`config.mk`:
```
export PLATFORM = sky130hd
export DESIGN_NAME = x86_status_flags_unit
export DESIGN_NICKNAME = d
export VERILOG_FILES = /design/src/rtl/x86sf_pkg.sv /design/src/rtl/x86_status_flags_unit.sv
export SDC_FILE = /design/constraint.sdc
export NUM_CORES = 1
export LEC_CHECK = 0
export ABC_AREA = 1
export BUFFER_PORTS_ARGS = -buffer_cell sky130_fd_sc_hd__clkbuf_2
export CAP_MARGIN = 40
export CORE_AREA = 8 8 162 164
export CTS_CLUSTER_DIAMETER = 30
export DETAILED_ROUTE_END_ITERATION = 8
export DIE_AREA = 0 0 170 172
export GPL_TIMING_DRIVEN = 0
export HOLD_SLACK_MARGIN = 0.12
export PLACE_DENSITY_LB_ADDON = 0.08
export SYNTH_ARGS = -nofsm -noshare
export SYNTH_HDL_FRONTEND = slang
export SYNTH_SLANG_ARGS = --single-unit
```
`constraint.sdc`:
```
create_clock -name clk -period 12.2 [get_ports clk]
set_input_delay 0.61 -clock clk [delete_from_list [all_inputs] [get_ports clk]]
set_output_delay 0.61 -clock clk [all_outputs]
set_load 0.02 [all_outputs]
```
`src/rtl/x86sf_pkg.sv`:
```
package x86sf_pkg;

  // Operation select carried on in_tuser
  localparam int FuncW = 3;
  typedef enum logic [FuncW-1:0] {
    FN_LOGIC = 3'd0,
    FN_ADD   = 3'd1,
    FN_SUB   = 3'd2,
    FN_COND  = 3'd3,
    FN_READ  = 3'd4,
    FN_WRITE = 3'd5
  } func_e;

  // Operand width codes
  typedef enum logic [1:0] {
    WC_8  = 2'd0,
    WC_16 = 2'd1,
    WC_32 = 2'd2,
    WC_64 = 2'd3
  } width_e;

  // Condition code bits 3..1
  typedef enum logic [2:0] {
    CC_O  = 3'd0,
    CC_C  = 3'd1,
    CC_Z  = 3'd2,
    CC_BE = 3'd3,
    CC_S  = 3'd4,
    CC_P  = 3'd5,
    CC_L  = 3'd6,
    CC_LE = 3'd7
  } cond_sel_e;

  localparam int WordW = 64;

  // Input tdata layout, lowest bit first
  localparam int WcLsb   = 0;
  localparam int ResLsb  = 2;
  localparam int LhsLsb  = ResLsb + WordW;
  localparam int RhsLsb  = LhsLsb + WordW;
  localparam int KeepBit = RhsLsb + WordW;
  localparam int ZeqBit  = KeepBit + 1;
  localparam int CcLsb   = ZeqBit + 1;
  localparam int WvLsb   = CcLsb + 4;
  localparam int InDataW = WvLsb + WordW;

  // Output tdata layout: condition_true, then flags_read_value, zero padded
  localparam int OutUsedW = 1 + WordW;
  localparam int OutDataW = ((OutUsedW + 7) / 8) * 8;

  // RFLAGS bit positions
  localparam int CfBit = 0;
  localparam int PfBit = 2;
  localparam int AfBit = 4;
  localparam int ZfBit = 6;
  localparam int SfBit = 7;
  localparam int DfBit = 10;
  localparam int OfBit = 11;
  localparam logic [WordW-1:0] RflagsBase = 64'h202;

  typedef struct packed {
    logic of;
    logic df;
    logic sf;
    logic zf;
    logic af;
    logic pf;
    logic cf;
  } flags_t;

endpackage

```
`src/rtl/x86_status_flags_unit.sv`:
```
// An accepted beat is held in the input register, then moves into the result register,
// which drives out_tvalid. Throughput: one beat per cycle while out_tready is high;
// the flag registers update as an item moves from the input register into the result
// register, so the next item sees them.
// in_tready stays high while the result register is empty or being drained.
// Reset (synchronous, rst_n low) clears all flags and both valid bits.
module x86_status_flags_unit import x86sf_pkg::*; (
  input  logic                clk,
  input  logic                rst_n,
  input  logic                in_tvalid,
  output logic                in_tready,
  // width_code, result_value, left_operand, right_operand, keep_carry,
  // zero_from_equality, condition_code, flags_write_value
  input  logic [InDataW-1:0]  in_tdata,
  // func
  input  logic [FuncW-1:0]    in_tuser,
  output logic                out_tvalid,
  input  logic                out_tready,
  // condition_true, flags_read_value, zero pad
  output logic [OutDataW-1:0] out_tdata
);

  logic                s1_valid_r, s1_valid_nxt;
  logic [InDataW-1:0]  s1_data_r;
  logic [FuncW-1:0]    s1_func_r;
  logic                out_valid_r, out_valid_nxt;
  logic [OutDataW-1:0] out_data_r, out_data_nxt;
  flags_t              flags_r, flags_nxt;

  logic       advance;
  logic       in_beat;

  width_e     wc;
  logic [WordW-1:0] mask, sb, res, lhs, rhs, wv, pack;
  logic       keep_c, alt_z;
  logic [3:0] cc;
  logic       res_zero, res_sign, res_par, res_af;
  logic       add_of, sub_lt_s;
  logic       cond_raw, cond_out;
  logic [WordW-1:0] read_out;

  assign advance   = s1_valid_r && (!out_valid_r || out_tready);
  assign in_tready = !s1_valid_r || !out_valid_r || out_tready;
  assign in_beat   = in_tvalid && in_tready;

  // Field unpack
  always_comb begin
    wc     = width_e'(s1_data_r[WcLsb +: 2]);
    keep_c = s1_data_r[KeepBit];
    alt_z  = s1_data_r[ZeqBit];
    cc     = s1_data_r[CcLsb +: 4];
    wv     = s1_data_r[WvLsb +: WordW];
    unique case (wc)
      WC_8: begin
        mask = 64'h0000_0000_0000_00FF;
        sb   = 64'h0000_0000_0000_0080;
      end
      WC_16: begin
        mask = 64'h0000_0000_0000_FFFF;
        sb   = 64'h0000_0000_0000_8000;
      end
      WC_32: begin
        mask = 64'h0000_0000_FFFF_FFFF;
        sb   = 64'h0000_0000_8000_0000;
      end
      default: begin
        mask = 64'hFFFF_FFFF_FFFF_FFFF;
        sb   = 64'h8000_0000_0000_0000;
      end
    endcase
    res = s1_data_r[ResLsb +: WordW] & mask;
    lhs = s1_data_r[LhsLsb +: WordW] & mask;
    rhs = s1_data_r[RhsLsb +: WordW] & mask;
  end

  // Common flag terms
  always_comb begin
    res_zero = (res == '0);
    res_sign = |(res & sb);
    res_par  = ~^res[7:0];
    res_af   = res[4] ^ lhs[4] ^ rhs[4];
    add_of   = |(~(lhs ^ rhs) & (res ^ lhs) & sb);
    // flip the sign bit so an unsigned compare orders signed values
    sub_lt_s = (lhs ^ sb) < (rhs ^ sb);
  end

  // Condition evaluation and flags word
  always_comb begin
    unique case (cond_sel_e'(cc[3:1]))
      CC_O:  cond_raw = flags_r.of;
      CC_C:  cond_raw = flags_r.cf;
      CC_Z:  cond_raw = flags_r.zf;
      CC_BE: cond_raw = flags_r.cf || flags_r.zf;
      CC_S:  cond_raw = flags_r.sf;
      CC_P:  cond_raw = flags_r.pf;
      CC_L:  cond_raw = flags_r.sf ^ flags_r.of;
      CC_LE: cond_raw = flags_r.zf || (flags_r.sf ^ flags_r.of);
    endcase
    pack        = RflagsBase;
    pack[CfBit] = flags_r.cf;
    pack[PfBit] = flags_r.pf;
    pack[AfBit] = flags_r.af;
    pack[ZfBit] = flags_r.zf;
    pack[SfBit] = flags_r.sf;
    pack[DfBit] = flags_r.df;
    pack[OfBit] = flags_r.of;
  end

  // Per-operation update
  always_comb begin
    flags_nxt = flags_r;
    cond_out  = 1'b0;
    read_out  = '0;
    unique case (func_e'(s1_func_r))
      FN_LOGIC: begin
        flags_nxt.sf = res_sign;
        flags_nxt.pf = res_par;
        flags_nxt.af = 1'b0;
      end
      FN_ADD: begin
        flags_nxt.zf = res_zero;
        flags_nxt.sf = res_sign;
        flags_nxt.pf = res_par;
        flags_nxt.af = res_af;
        if (!keep_c) begin
          flags_nxt.cf = res < lhs;
        end
        flags_nxt.of = add_of;
      end
      FN_SUB: begin
        flags_nxt.zf = alt_z ? (lhs == rhs) : res_zero;
        flags_nxt.sf = res_sign;
        flags_nxt.pf = res_par;
        flags_nxt.af = res_af;
        if (!keep_c) begin
          flags_nxt.cf = lhs < rhs;
        end
        flags_nxt.of = res_sign ^ sub_lt_s;
      end
      FN_COND: begin
        cond_out = cond_raw ^ cc[0];
      end
      FN_READ: begin
        read_out = pack & mask;
      end
      FN_WRITE: begin
        flags_nxt.cf = wv[CfBit];
        flags_nxt.pf = wv[PfBit];
        flags_nxt.af = wv[AfBit];
        flags_nxt.zf = wv[ZfBit];
        flags_nxt.sf = wv[SfBit];
        // DF and OF sit above an 8-bit word
        if (wc != WC_8) begin
          flags_nxt.df = wv[DfBit];
          flags_nxt.of = wv[OfBit];
        end
      end
      default: ;
    endcase
    out_data_nxt = {(OutDataW - OutUsedW)'(0), read_out, cond_out};
  end

  always_comb begin
    if (in_beat) begin
      s1_valid_nxt = 1'b1;
    end else if (advance) begin
      s1_valid_nxt = 1'b0;
    end else begin
      s1_valid_nxt = s1_valid_r;
    end
    if (advance) begin
      out_valid_nxt = 1'b1;
    end else if (out_tready) begin
      out_valid_nxt = 1'b0;
    end else begin
      out_valid_nxt = out_valid_r;
    end
  end

  always_ff @(posedge clk) begin
    if (!rst_n) begin
      s1_valid_r  <= 1'b0;
      out_valid_r <= 1'b0;
      flags_r     <= '0;
    end else begin
      s1_valid_r  <= s1_valid_nxt;
      out_valid_r <= out_valid_nxt;
      if (advance) begin
        flags_r <= flags_nxt;
      end
    end
  end

  always_ff @(posedge clk) begin
    if (in_beat) begin
      s1_data_r <= in_tdata;
      s1_func_r <= in_tuser;
    end
    if (advance) begin
      out_data_r <= out_data_nxt;
    end
  end

  assign out_tvalid = out_valid_r;
  assign out_tdata  = out_data_r;

endmodule

```
==> impl_metrics.py, run 1 <==
metrics = {
    "global_route": {
        "grt_overflow": 0,
        "grt_usage_pct": 19.4,
        "grt_max_degree": 34,
        "grt_pass1_wl_um": 44800,
        "antenna_found_initial": 3,
        "grt_pass1_vias": 9399,
    },
    "yosys": {
        "synth_top_area_share_pct": 53.6,
        "yosysUniqueCellTypes": 37,
        "syn_area_per_cell_um2": 10.2,
        "ys_warn_count": 0,
        "synth_ff_type": "edfxtp_1",
        "synthArstFlopShare_pct": 0,
        "synth_top_area_cell": "edfxtp_1",
        "netlist_instances": 1213,
        "synthTopCellsByArea": "edfxtp_1 (54%), ha_1 (13%), nand2_1 (7.5%)",
        "synth_edf_count": 220,
        "ys_seq_elements": 229,
        "netlist_area_um2": 12300,
        "synth-seq-area-share_pct": 55.0,
    },
    "setup_path": {
        "path_class": "reg -> reg",
        "crit_start": "s1_data_r[0]$_DFFE_PP_",
        "reg2reg_from": "s1_data_r[0]$_DFFE_PP_",
        "reg2reg_depth": 17,
        "required_ps": 12610,
        "endpoint_kind": "flop",
        "crit_chain": "nand2_2 > buf_4 > inv_2 > clkbuf_1 > nand2_1 > ha_1 > nand2_1 > nor2_1 > nand4_1 > inv_1 > nand2_1 > nor2_1 > nand2_1 > a21oi_1 > nor2_1 > a21oi_1 > a21oi_1",
        "crit_path_max_fanout": 10,
        "rrSetupSlack_ps": 8610,
        "cp_slowest_stage_delay_ps": 550,
        "start_kind": "flop",
        "cp_slowest_cell": "edfxtp_1",
        "reg2reg_to": "flags_r[0]$_SDFFE_PN0P_",
        "crit_arrival_ps": 4010,
        "crit_top_cell": "nand2_1",
    },
    "routing": {
        "vias_per_cell": 4.74,
        "drc": 0,
        "vias": 9106,
        "routedWlPerCell_um": 15.1,
        "ant_nets": 0,
        "dr.pass1.iters": 5,
        "drtIter0Drc": 422,
        "wl_um": 28900,
    },
    "clock_network": {
        "cts_resized": 0,
        "cts_buffer_depth": 3,
        "clk_pin_slew_ps": 50,
        "clkLatencyLatePin_ps": 540,
        "post_cts_buffers": 0,
        "cts_tree": "built",
        "root_buffer": "clkbuf_16",
        "cts.sinks": 229,
        "cts_inserted_buffers": 49,
        "holdBufCountCts": 0,
        "htree_levels": 2,
    },
    "floorplan": {
        "core_um2": 23800,
        "start_util_pct": 51.8,
        "num_rows": 57,
        "die-area_um2": 29200,
        "die_w_um": 170,
        "die_y_um": 172,
        "num_io_pins": 345,
    },
    "timing": {
        "rsz0062_at_grt": "no",
        "worst_pin_slew_ps": 567,
        "holdWs_ps": 245,
        "fin_crit_ps": 3590,
        "fin_ws_ps": 8610,
        "hold_viol": 0,
        "max_freq_mhz": 278,
        "slew_headroom_pct": 62.2,
        "min_period_over_period_pct": 29.5,
        "slew_violations": 0,
        "clock_skew_ps": 24.7,
        "setup_viol": 0,
    },
    "worst_hold_path": {
        "min_to": "s1_data_r[53]$_DFFE_PP_",
        "hold_start": "in_tdata[53]",
        "holdPathStages": 1,
        "hp-class": "in -> reg",
    },
    "placed_design": {
        "place_ws_ps": 8610,
        "dpl.hpwl_um": 23100,
        "io_buffers": 225,
        "gp_congestion": 0.847,
    },
    "finish": {
        "fin_util_pct": 67.3,
        "multi_input_area_um2": 4480,
        "diodes": 0,
        "num-nets-final": 1960,
        "drive_above_1_share_pct": 24.7,
        "final_cell_mix": "nand2_1 (247), clkbuf_2 (225), edfxtp_1 (220)",
        "syn2layout_area_growth_pct": 30.1,
        "regArea_um2": 6790,
        "final_common_cell": "nand2_1",
        "fill_cells": 1890,
    },
    "power": {
        "p_leak_nw": 7.94,
        "p_per_area_nw_per_um2": 161,
        "ir_drop_uv": 124,
        "total_power_mw": 2.59,
    },
    "flow_run": {
        "cap_viol_max_count": 0,
    },
    "status": {
        "outcome": "finished, final reports clean",
    },
}
[per-layer routing]
layer | GRT usage, % | share of wire [%] | vias up
li1 | - | - | 4685
met1 | 22.9 | 41 | 4066
met2 | 33.5 | 48 | 293
met3 | 5.89 | 8.2 | 56
met4 | 6.56 | 2.3 | 6
met5 | 0 | 0.12 | -
[worst max path at each step]
stage | slack, ps | to | cells after the start
finish | 8610 | flags_r[0]$_SDFFE_PN0P_ | 17
global route | 8320 | flags_r[0]$_SDFFE_PN0P_ | 17
CTS | 8570 | flags_r[0]$_SDFFE_PN0P_ | 17
detailed placement | 8610 | flags_r[0]$_SDFFE_PN0P_ | 17
global placement | -1740 | s1_data_r[180]$_DFFE_PP_ | 5
floorplan | 1870 | s1_data_r[0]$_DFFE_PP_ | 4
[sequential cells by signal, summed over array words and instances (netlist names)]
register / count
flags_r: 7
out_tdata: 10
out_tvalid: 1
s1_data_r: 207
s1_func_r: 3
s1_valid_r: 1
[Yosys cell counts (all sizes together), types with 2 or more instances]
library cell,instances
o21bai,4
a31oi,4
xnor2,5
nor3,15
nor4,13
edfxtp,220
nor2,103
clkbuf,6
a21o,3
a221oi,2
nand4,15
ha,131
nand3,39
a41oi,6
dfxtp,9
nor3b,2
o21ai,36
a21oi,76
buf,75
inv,193
nand2,249
[cell families (layout without fill, tap and decap cells)]
kind of cell | Yosys count | after routing | synth area share [%]
AOI/OAI and AO/OA | 135 | 135 | 6.00
xor gates and xnor gates | 5 | 5 | 0.355
adders and majority gates | 131 | 131 | 13.3
buffers and inverters | 274 | 596 | 10.5
DFF | 229 | 229 | 55.0
other | 1 | 62 | 0.0304
and+or+nand+nor | 438 | 438 | 14.8
[through the flow]
step                cells  cell area, µm²  TNS (ps)
global placement     1823           14100   -361450
finish               1920           16000         0
CTS                  1920           16000         0
detailed placement   1831           14300         0
global route         1920           16000         0
floorplan            1274           12600         0
[layout make-up]
class / count / area share, %
Timing Repair Buffer: 233 / 8.25
Inverter: 193 / 4.52
Clock buffer: 62 / 8.21
Sequential cell: 229 / 42.3
Multi-Input combinational cell: 771 / 28.0
Clock inverter: 27 / 2.68
Tap cell: 324 / 2.53
Buffer: 81 / 3.55
[where the power goes]
group / switching (mW) / leakage (nW) / internal [mW]
sequential: 0.0153 / 2.22 / 0.916
clock: 0.405 / 0.831 / 0.970
combinational: 0.166 / 4.89 / 0.113
total: 0.586 / 7.94 / 2.00
[worst max-delay path, delay by kind of cell, from the launching register on]
kind,cells,cell delay [ps]
and+or+nand+nor,9,1240
buffers and inverters,4,980
DFF,1,550
AOI/OAI and AO/OA,3,400
adders and majority gates,1,320
(Power assumes the default switching activity.)
==> run 2, diff against run 1 <==
==> constraint.sdc (replaced) <==
create_clock -name clk -period 3.4 [get_ports clk]
set_input_delay 0.17 -clock clk [delete_from_list [all_inputs] [get_ports clk]]
set_output_delay 0.17 -clock clk [all_outputs]
set_load 0.02 [all_outputs]
==> run 2 against run 1 <==
  * Utilization up 8.8 points
  * Critical path depth unchanged
  * Critical path type unchanged
  * Die area is the same
  * Clock-buffer cell count shrank 8
  * Sequential power grew to 3.6 times the previous value
  * Clock skew is 7.3 ps lower
==> impl_metrics.py, run 2 (synthesis results as in run 1) <==
metrics = {
    "floorplan": {
        "start_util_pct": 51.8,
        "num_rows": 57,
        "die-area_um2": 29200,
        "die_w_um": 170,
        "num_io_pins": 345,
        "core_um2": 23800,
        "die_y_um": 172,
    },
    "global_route": {
        "grt_overflow": 0,
        "grt_max_degree": 32,
        "grt_usage_pct": 23.2,
        "grt_pass1_vias": 10600,
        "antenna_found_initial": 3,
        "grt_pass1_wl_um": 53000,
    },
    "setup_path": {
        "rrSetupSlack_ps": 280,
        "reg2reg_depth": 17,
        "crit_arrival_ps": 3530,
        "reg2reg_to": "flags_r[0]$_SDFFE_PN0P_",
        "required_ps": 3810,
        "path_class": "reg -> reg",
        "start_kind": "flop",
        "crit_path_max_fanout": 10,
        "reg2reg_from": "s1_data_r[1]$_DFFE_PP_",
        "crit_start": "s1_data_r[1]$_DFFE_PP_",
        "endpoint_kind": "flop",
        "worstSetupEndpoint": "flags_r[0]$_SDFFE_PN0P_",
    },
    "timing": {
        "holdWs_ps": 351,
        "max_freq_mhz": 321,
        "fin_crit_ps": 3120,
        "slew_violations": 0,
        "setup_viol": 0,
        "worst_pin_slew_ps": 540,
        "min_period_over_period_pct": 91.7,
        "clock_skew_ps": 17.4,
        "fin_ws_ps": 283,
        "hold_viol": 0,
        "slew_headroom_pct": 64.0,
        "rsz0062_at_grt": "no",
    },
    "clock_network": {
        "clk_pin_slew_ps": 50,
        "clkLatencyLatePin_ps": 520,
        "cts_tree": "built",
        "cts_buffer_depth": 3,
        "cts.sinks": 229,
        "root_buffer": "clkbuf_16",
        "htree_levels": 2,
        "cts_inserted_buffers": 50,
    },
    "finish": {
        "num-nets-final": 2173,
        "largest_register_ffs": 207,
        "regMostFlops": "s1_data_r",
        "fill_cells": 1559,
        "drive_above_1_share_pct": 22.8,
        "multi_input_area_um2": 4500,
        "regArea_um2": 6790,
        "final_cell_mix": "nand2_1 (246), clkbuf_2 (228), edfxtp_1 (220)",
        "final_common_cell": "nand2_1",
        "syn2layout_area_growth_pct": 47.2,
    },
    "placed_design": {
        "io_buffers": 225,
        "dpl.hpwl_um": 22900,
        "place_ws_ps": -222,
        "gp_congestion": 0.876,
    },
    "power": {
        "p_leak_nw": 8.85,
        "total_power_mw": 9.37,
        "p_per_area_nw_per_um2": 516,
        "ir_drop_uv": 569,
    },
    "routing": {
        "drc": 0,
        "vias_per_cell": 4.77,
        "routedWlPerCell_um": 16.0,
        "drtIter0Drc": 620,
        "dr.pass1.iters": 5,
        "wl_um": 34200,
        "vias": 10200,
        "ant_nets": 0,
    },
    "status": {
        "outcome": "finished, final reports clean",
    },
    "flow_run": {
        "cap_viol_max_count": 0,
    },
    "worst_hold_path": {
        "hp-class": "in -> reg",
    },
}
-- run 2: cell types whose count changed in the layout (fill, tap and decap cells not counted), sizes merged --
cell	previous run	this run
clkinv	11	23
dlygate4sd3	0	213
clkinvlp	5	4
clkbuf	293	284
inv	194	195
diode	0	4
bufinv	10	8
-- run 2: cell type report --
cell class	count	area share [%]
Antenna cell	4	0.0552
Buffer	79	3.14
Clock buffer	54	6.98
Clock inverter	37	2.35
Inverter	193	3.99
Multi-Input combinational cell	771	24.8
Sequential cell	229	37.4
Tap cell	324	2.23
Timing Repair Buffer	447	19.0
-- run 2: power breakdown --
part	internal, mW	switching (mW)	total [mW]
clock network	3.29	1.51	4.80
logic	0.566	0.661	1.23
registers	3.29	0.0582	3.34
-- run 2: layer usage --
layer  global-route usage [%]  vias up  wire [µm]
met1                     26.6     4637      13600
met4                     8.85        2        995
li1                         -     5122          -
met2                     41.5      355      17100
met3                     5.66       80       2490
met5                        0        -         14
-- run 2: critical path: stages (launching register included) --
cell and delay (ps):
edfxtp_1 450, nand2_2 150, buf_4 230, inv_2 180, buf_2 290, nand2_1 100, ha_1 300, nand2_1 80
nor2_2 180, nand4_1 140, inv_1 120, nand2_1 60, nor2_2 170, nand2_1 120, a21oi_1 170, nor2_1 70
a21oi_1 120, a21oi_1 70
-- run 2: how the worst min path moves through the flow --
stage                  startpoint                       end  slack [ps]  depth (start not counted)
finish              in_tdata[175]  s1_data_r[175]$_DFFE_PP_         350                          2
global route         in_tdata[55]   s1_data_r[55]$_DFFE_PP_         330                          2
CTS                  in_tdata[53]   s1_data_r[53]$_DFFE_PP_         330                          2
detailed placement   in_tdata[88]   s1_data_r[88]$_DFFE_PP_         350                          1
global placement    in_tdata[102]  s1_data_r[102]$_DFFE_PP_         350                          1
floorplan             in_tdata[0]    s1_data_r[0]$_DFFE_PP_         270                          0
-- run 2: what timing repair did --
| action | 4_1_cts | 5_1_grt |
|---|---|---|
| setup buffers | 1 | 0 |
| endpoints found under the setup margin | 3 | 2 |
| hold endpoints to repair | 219 | 0 |
| resized for setup | 3 | 6 |
| hold buffers | 213 | 0 |
-- run 2: metrics by stage --
step	instance area (µm²)	TNS [ps]	instances	utilization, %
finish	18100	0	2138	76.2
global route	18100	0	2136	76.2
CTS	18100	0	2136	76.1
detailed placement	14300	-319	1831	60.0
global placement	14100	-367120	1823	59.2
floorplan	12600	-124260	1274	-
==> run 3, diff against run 2 <==
--- a/config.mk
+++ b/config.mk
@@ -15,6 +15,7 @@
 export GPL_TIMING_DRIVEN = 0
 export HOLD_SLACK_MARGIN = 0.12
 export PLACE_DENSITY_LB_ADDON = 0.08
+export REMOVE_ABC_BUFFERS = 1
 export SYNTH_ARGS = -nofsm -noshare
 export SYNTH_HDL_FRONTEND = slang
 export SYNTH_SLANG_ARGS = --single-unit
==> run 3 against run 2 <==
  * Critical path depth down 2
  * Clock skew up 1.5 ps
  * Global-route usage fell by 0.81 points
  * Die area stayed put
  * Via count down 3.0%
  * Total power is 4.0% higher
  * Non-clock buffer count is 75 lower
  * Maximum frequency fell by 1.0%
  * Highest routed layer is now met4
==> impl_metrics.py, run 3 (synthesis results as in run 1) <==
metrics = {
    "routing": {
        "wl_met1_um": 13400,
        "ant_nets": 0,
        "wl_met2_um": 16500,
        "routedWlPerCell_um": 16.0,
        "met3WireLength_um": 2600,
        "drc": 0,
        "wl_um": 33100,
        "vias": 9889,
        "vias_per_cell": 4.78,
        "drtIter0Drc": 515,
        "dr.pass1.iters": 6,
        "top_layer_used": "met4",
    },
    "setup_path": {
        "path_buf_inv": 3,
        "crit_start": "s1_data_r[1]$_DFFE_PP_",
        "cp_slowest_cell": "edfxtp_1",
        "worstSetupEndpoint": "flags_r[0]$_SDFFE_PN0P_",
        "reg2reg_from": "s1_data_r[1]$_DFFE_PP_",
        "rrSetupSlack_ps": 250,
        "required_ps": 3810,
        "critical-path-top-delay-family": "simple AND/OR/NAND/NOR gates",
        "crit_chain": "buf_8 > nand2_8 > inv_6 > buf_12 > nand2_1 > ha_1 > nand2_1 > nor2_1 > nand4_1 > nor2_1 > nand2_1 > a21oi_1 > nor2_1 > a21oi_1 > a21oi_1",
        "start_kind": "flop",
        "reg2reg_depth": 15,
        "worst-path-stages": 15,
        "crit_path_max_fanout": 42,
        "path_class": "reg -> reg",
        "endpoint_kind": "flop",
        "reg2reg_to": "flags_r[0]$_SDFFE_PN0P_",
        "crit_arrival_ps": 3560,
        "cp_slowest_stage_delay_ps": 390,
    },
    "worst_hold_path": {
        "hp-class": "in -> reg",
        "holdPathStages": 2,
    },
    "floorplan": {
        "core_um2": 23800,
        "num_rows": 57,
        "start_util_pct": 51.8,
        "num_io_pins": 345,
        "die_y_um": 172,
        "die-area_um2": 29200,
        "die_w_um": 170,
    },
    "clock_network": {
        "cts_tree": "built",
        "cts.sinks": 229,
        "clkLatencyLatePin_ps": 540,
        "cts_buffer_depth": 3,
        "clk_pin_slew_ps": 50,
        "htree_levels": 2,
        "root_buffer": "clkbuf_16",
        "cts_inserted_buffers": 53,
    },
    "status": {
        "outcome": "finished, final reports clean",
    },
    "timing": {
        "max_freq_mhz": 318,
        "clock_skew_ps": 18.9,
        "worst_pin_slew_ps": 751,
        "rsz0062_at_grt": "no",
        "setup-tns-final_ps": 0,
        "slew_violations": 0,
        "hold_viol": 0,
        "min_period_over_period_pct": 92.6,
        "fin_ws_ps": 251,
        "setup_viol": 0,
        "slew_headroom_pct": 49.8,
        "fin_crit_ps": 3150,
    },
    "finish": {
        "regMostFlops": "s1_data_r",
        "largest_register_ffs": 207,
        "drive_above_1_share_pct": 19.5,
        "fin_area_um2": 17800,
        "instances_no_fill": 2069,
        "final_common_cell": "nand2_1",
        "final_cell_mix": "nand2_1 (247), clkbuf_2 (225), edfxtp_1 (220)",
        "num-nets-final": 2101,
        "syn2layout_area_growth_pct": 44.2,
    },
    "power": {
        "p_leak_nw": 8.51,
        "switchingPower_mw": 2.27,
        "power.internal_mw": 7.47,
        "ir_drop_uv": 436,
        "switching_share_pct": 23.3,
        "clkPwrFrac_pct": 53.8,
        "p_seq_share_pct": 34.3,
        "power_frac_comb_pct": 11.9,
        "p_per_area_nw_per_um2": 548,
    },
    "placed_design": {
        "io_buffers": 225,
        "place_area_um2": 13700,
        "dpl.cell_count": 1752,
        "dpl.hpwl_um": 21300,
        "gp_congestion": 0.807,
        "place_ws_ps": -904,
    },
    "global_route": {
        "grt_overflow": 0,
        "grt_usage_pct": 22.4,
        "antenna_found_initial": 1,
        "grt_max_degree": 43,
        "grt_pass1_wl_um": 51600,
        "grt_pass1_vias": 10300,
    },
    "flow_run": {
        "cap_viol_max_count": 0,
    },
}
run 3: cell count changes in the layout (fill, tap and decap cells not counted), moves of 4 or more:
cell	before	now
clkinvlp_4	4	9
clkinv_2	12	8
buf_2	5	1
buf_4	64	2
run 3: worst register-to-register path, stage by stage, from the launching register on:
cell and delay, ps:
edfxtp_1 390, buf_8 200, nand2_8 210, inv_6 260, buf_12 240, nand2_1 100, ha_1 300, nand2_1 70
nor2_1 270, nand4_1 170, nor2_1 230, nand2_1 120, a21oi_1 210, nor2_1 80, a21oi_1 120, a21oi_1 70
run 3: metal layers:
metal | global-route usage [%] | up-vias
met5 | 0 | -
met4 | 6.56 | 0
met3 | 5.55 | 52
met2 | 39.8 | 351
met1 | 26.5 | 4510
li1 | - | 4976
run 3: power groups by stage:
stage	Sequential [mW]	Clock (mW)	Combinational [mW]
final	3.34	5.24	1.16
after global routing	3.35	5.47	1.30
after CTS	3.34	5.31	1.14
after detailed placement	3.39	0	0.928
after global placement	3.45	0	0.868
after floorplan	3.43	0	0.576
run 3: worst min path at each step:
| stage | startpoint | endpoint | slack, ps |
|---|---|---|---|
| final | in_tdata[41] | s1_data_r[41]$_DFFE_PP_ | 340 |
| after global routing | in_tdata[89] | s1_data_r[89]$_DFFE_PP_ | 340 |
| after global placement | in_tdata[5] | s1_data_r[5]$_DFFE_PP_ | 350 |
| after floorplan | in_tdata[0] | s1_data_r[0]$_DFFE_PP_ | 270 |
| after detailed placement | in_tdata[147] | s1_data_r[147]$_DFFE_PP_ | 350 |
| after CTS | in_tdata[55] | s1_data_r[55]$_DFFE_PP_ | 320 |
run 3: layout make-up:
| cell class | count | area, µm² |
|---|---|---|
| diodes | 3 | 7.51 |
| clock buffers | 59 | 1350 |
| clock inverters | 39 | 509 |
| fillers | 1624 | 6050 |
| inverters | 193 | 729 |
| multi-input cells | 771 | 4500 |
| flip-flops and latches | 229 | 6790 |
| well taps | 324 | 405 |
| repair buffers | 451 | 3490 |
run 3: repair_timing:
item                                   CTS  global route
resized for setup                        3             1
buffers inserted                         2             1
hold buffers                           213             0
setup endpoints to repair                3             2
endpoints found under the hold margin  219             0
run 3: stage by stage:
| stage | hold WS [ps] | power, mW | util [%] |
|---|---|---|---|
| 2_1_floorplan | 269 | 4.00 | - |
| 3_3_place_gp | 346 | 4.32 | 56.8 |
| 3_5_place_dp | 349 | 4.32 | 57.7 |
| 4_1_cts | 318 | 9.79 | 74.5 |
| 5_1_grt | 341 | 10.1 | 74.6 |
| 6_report | 344 | 9.74 | 74.6 |
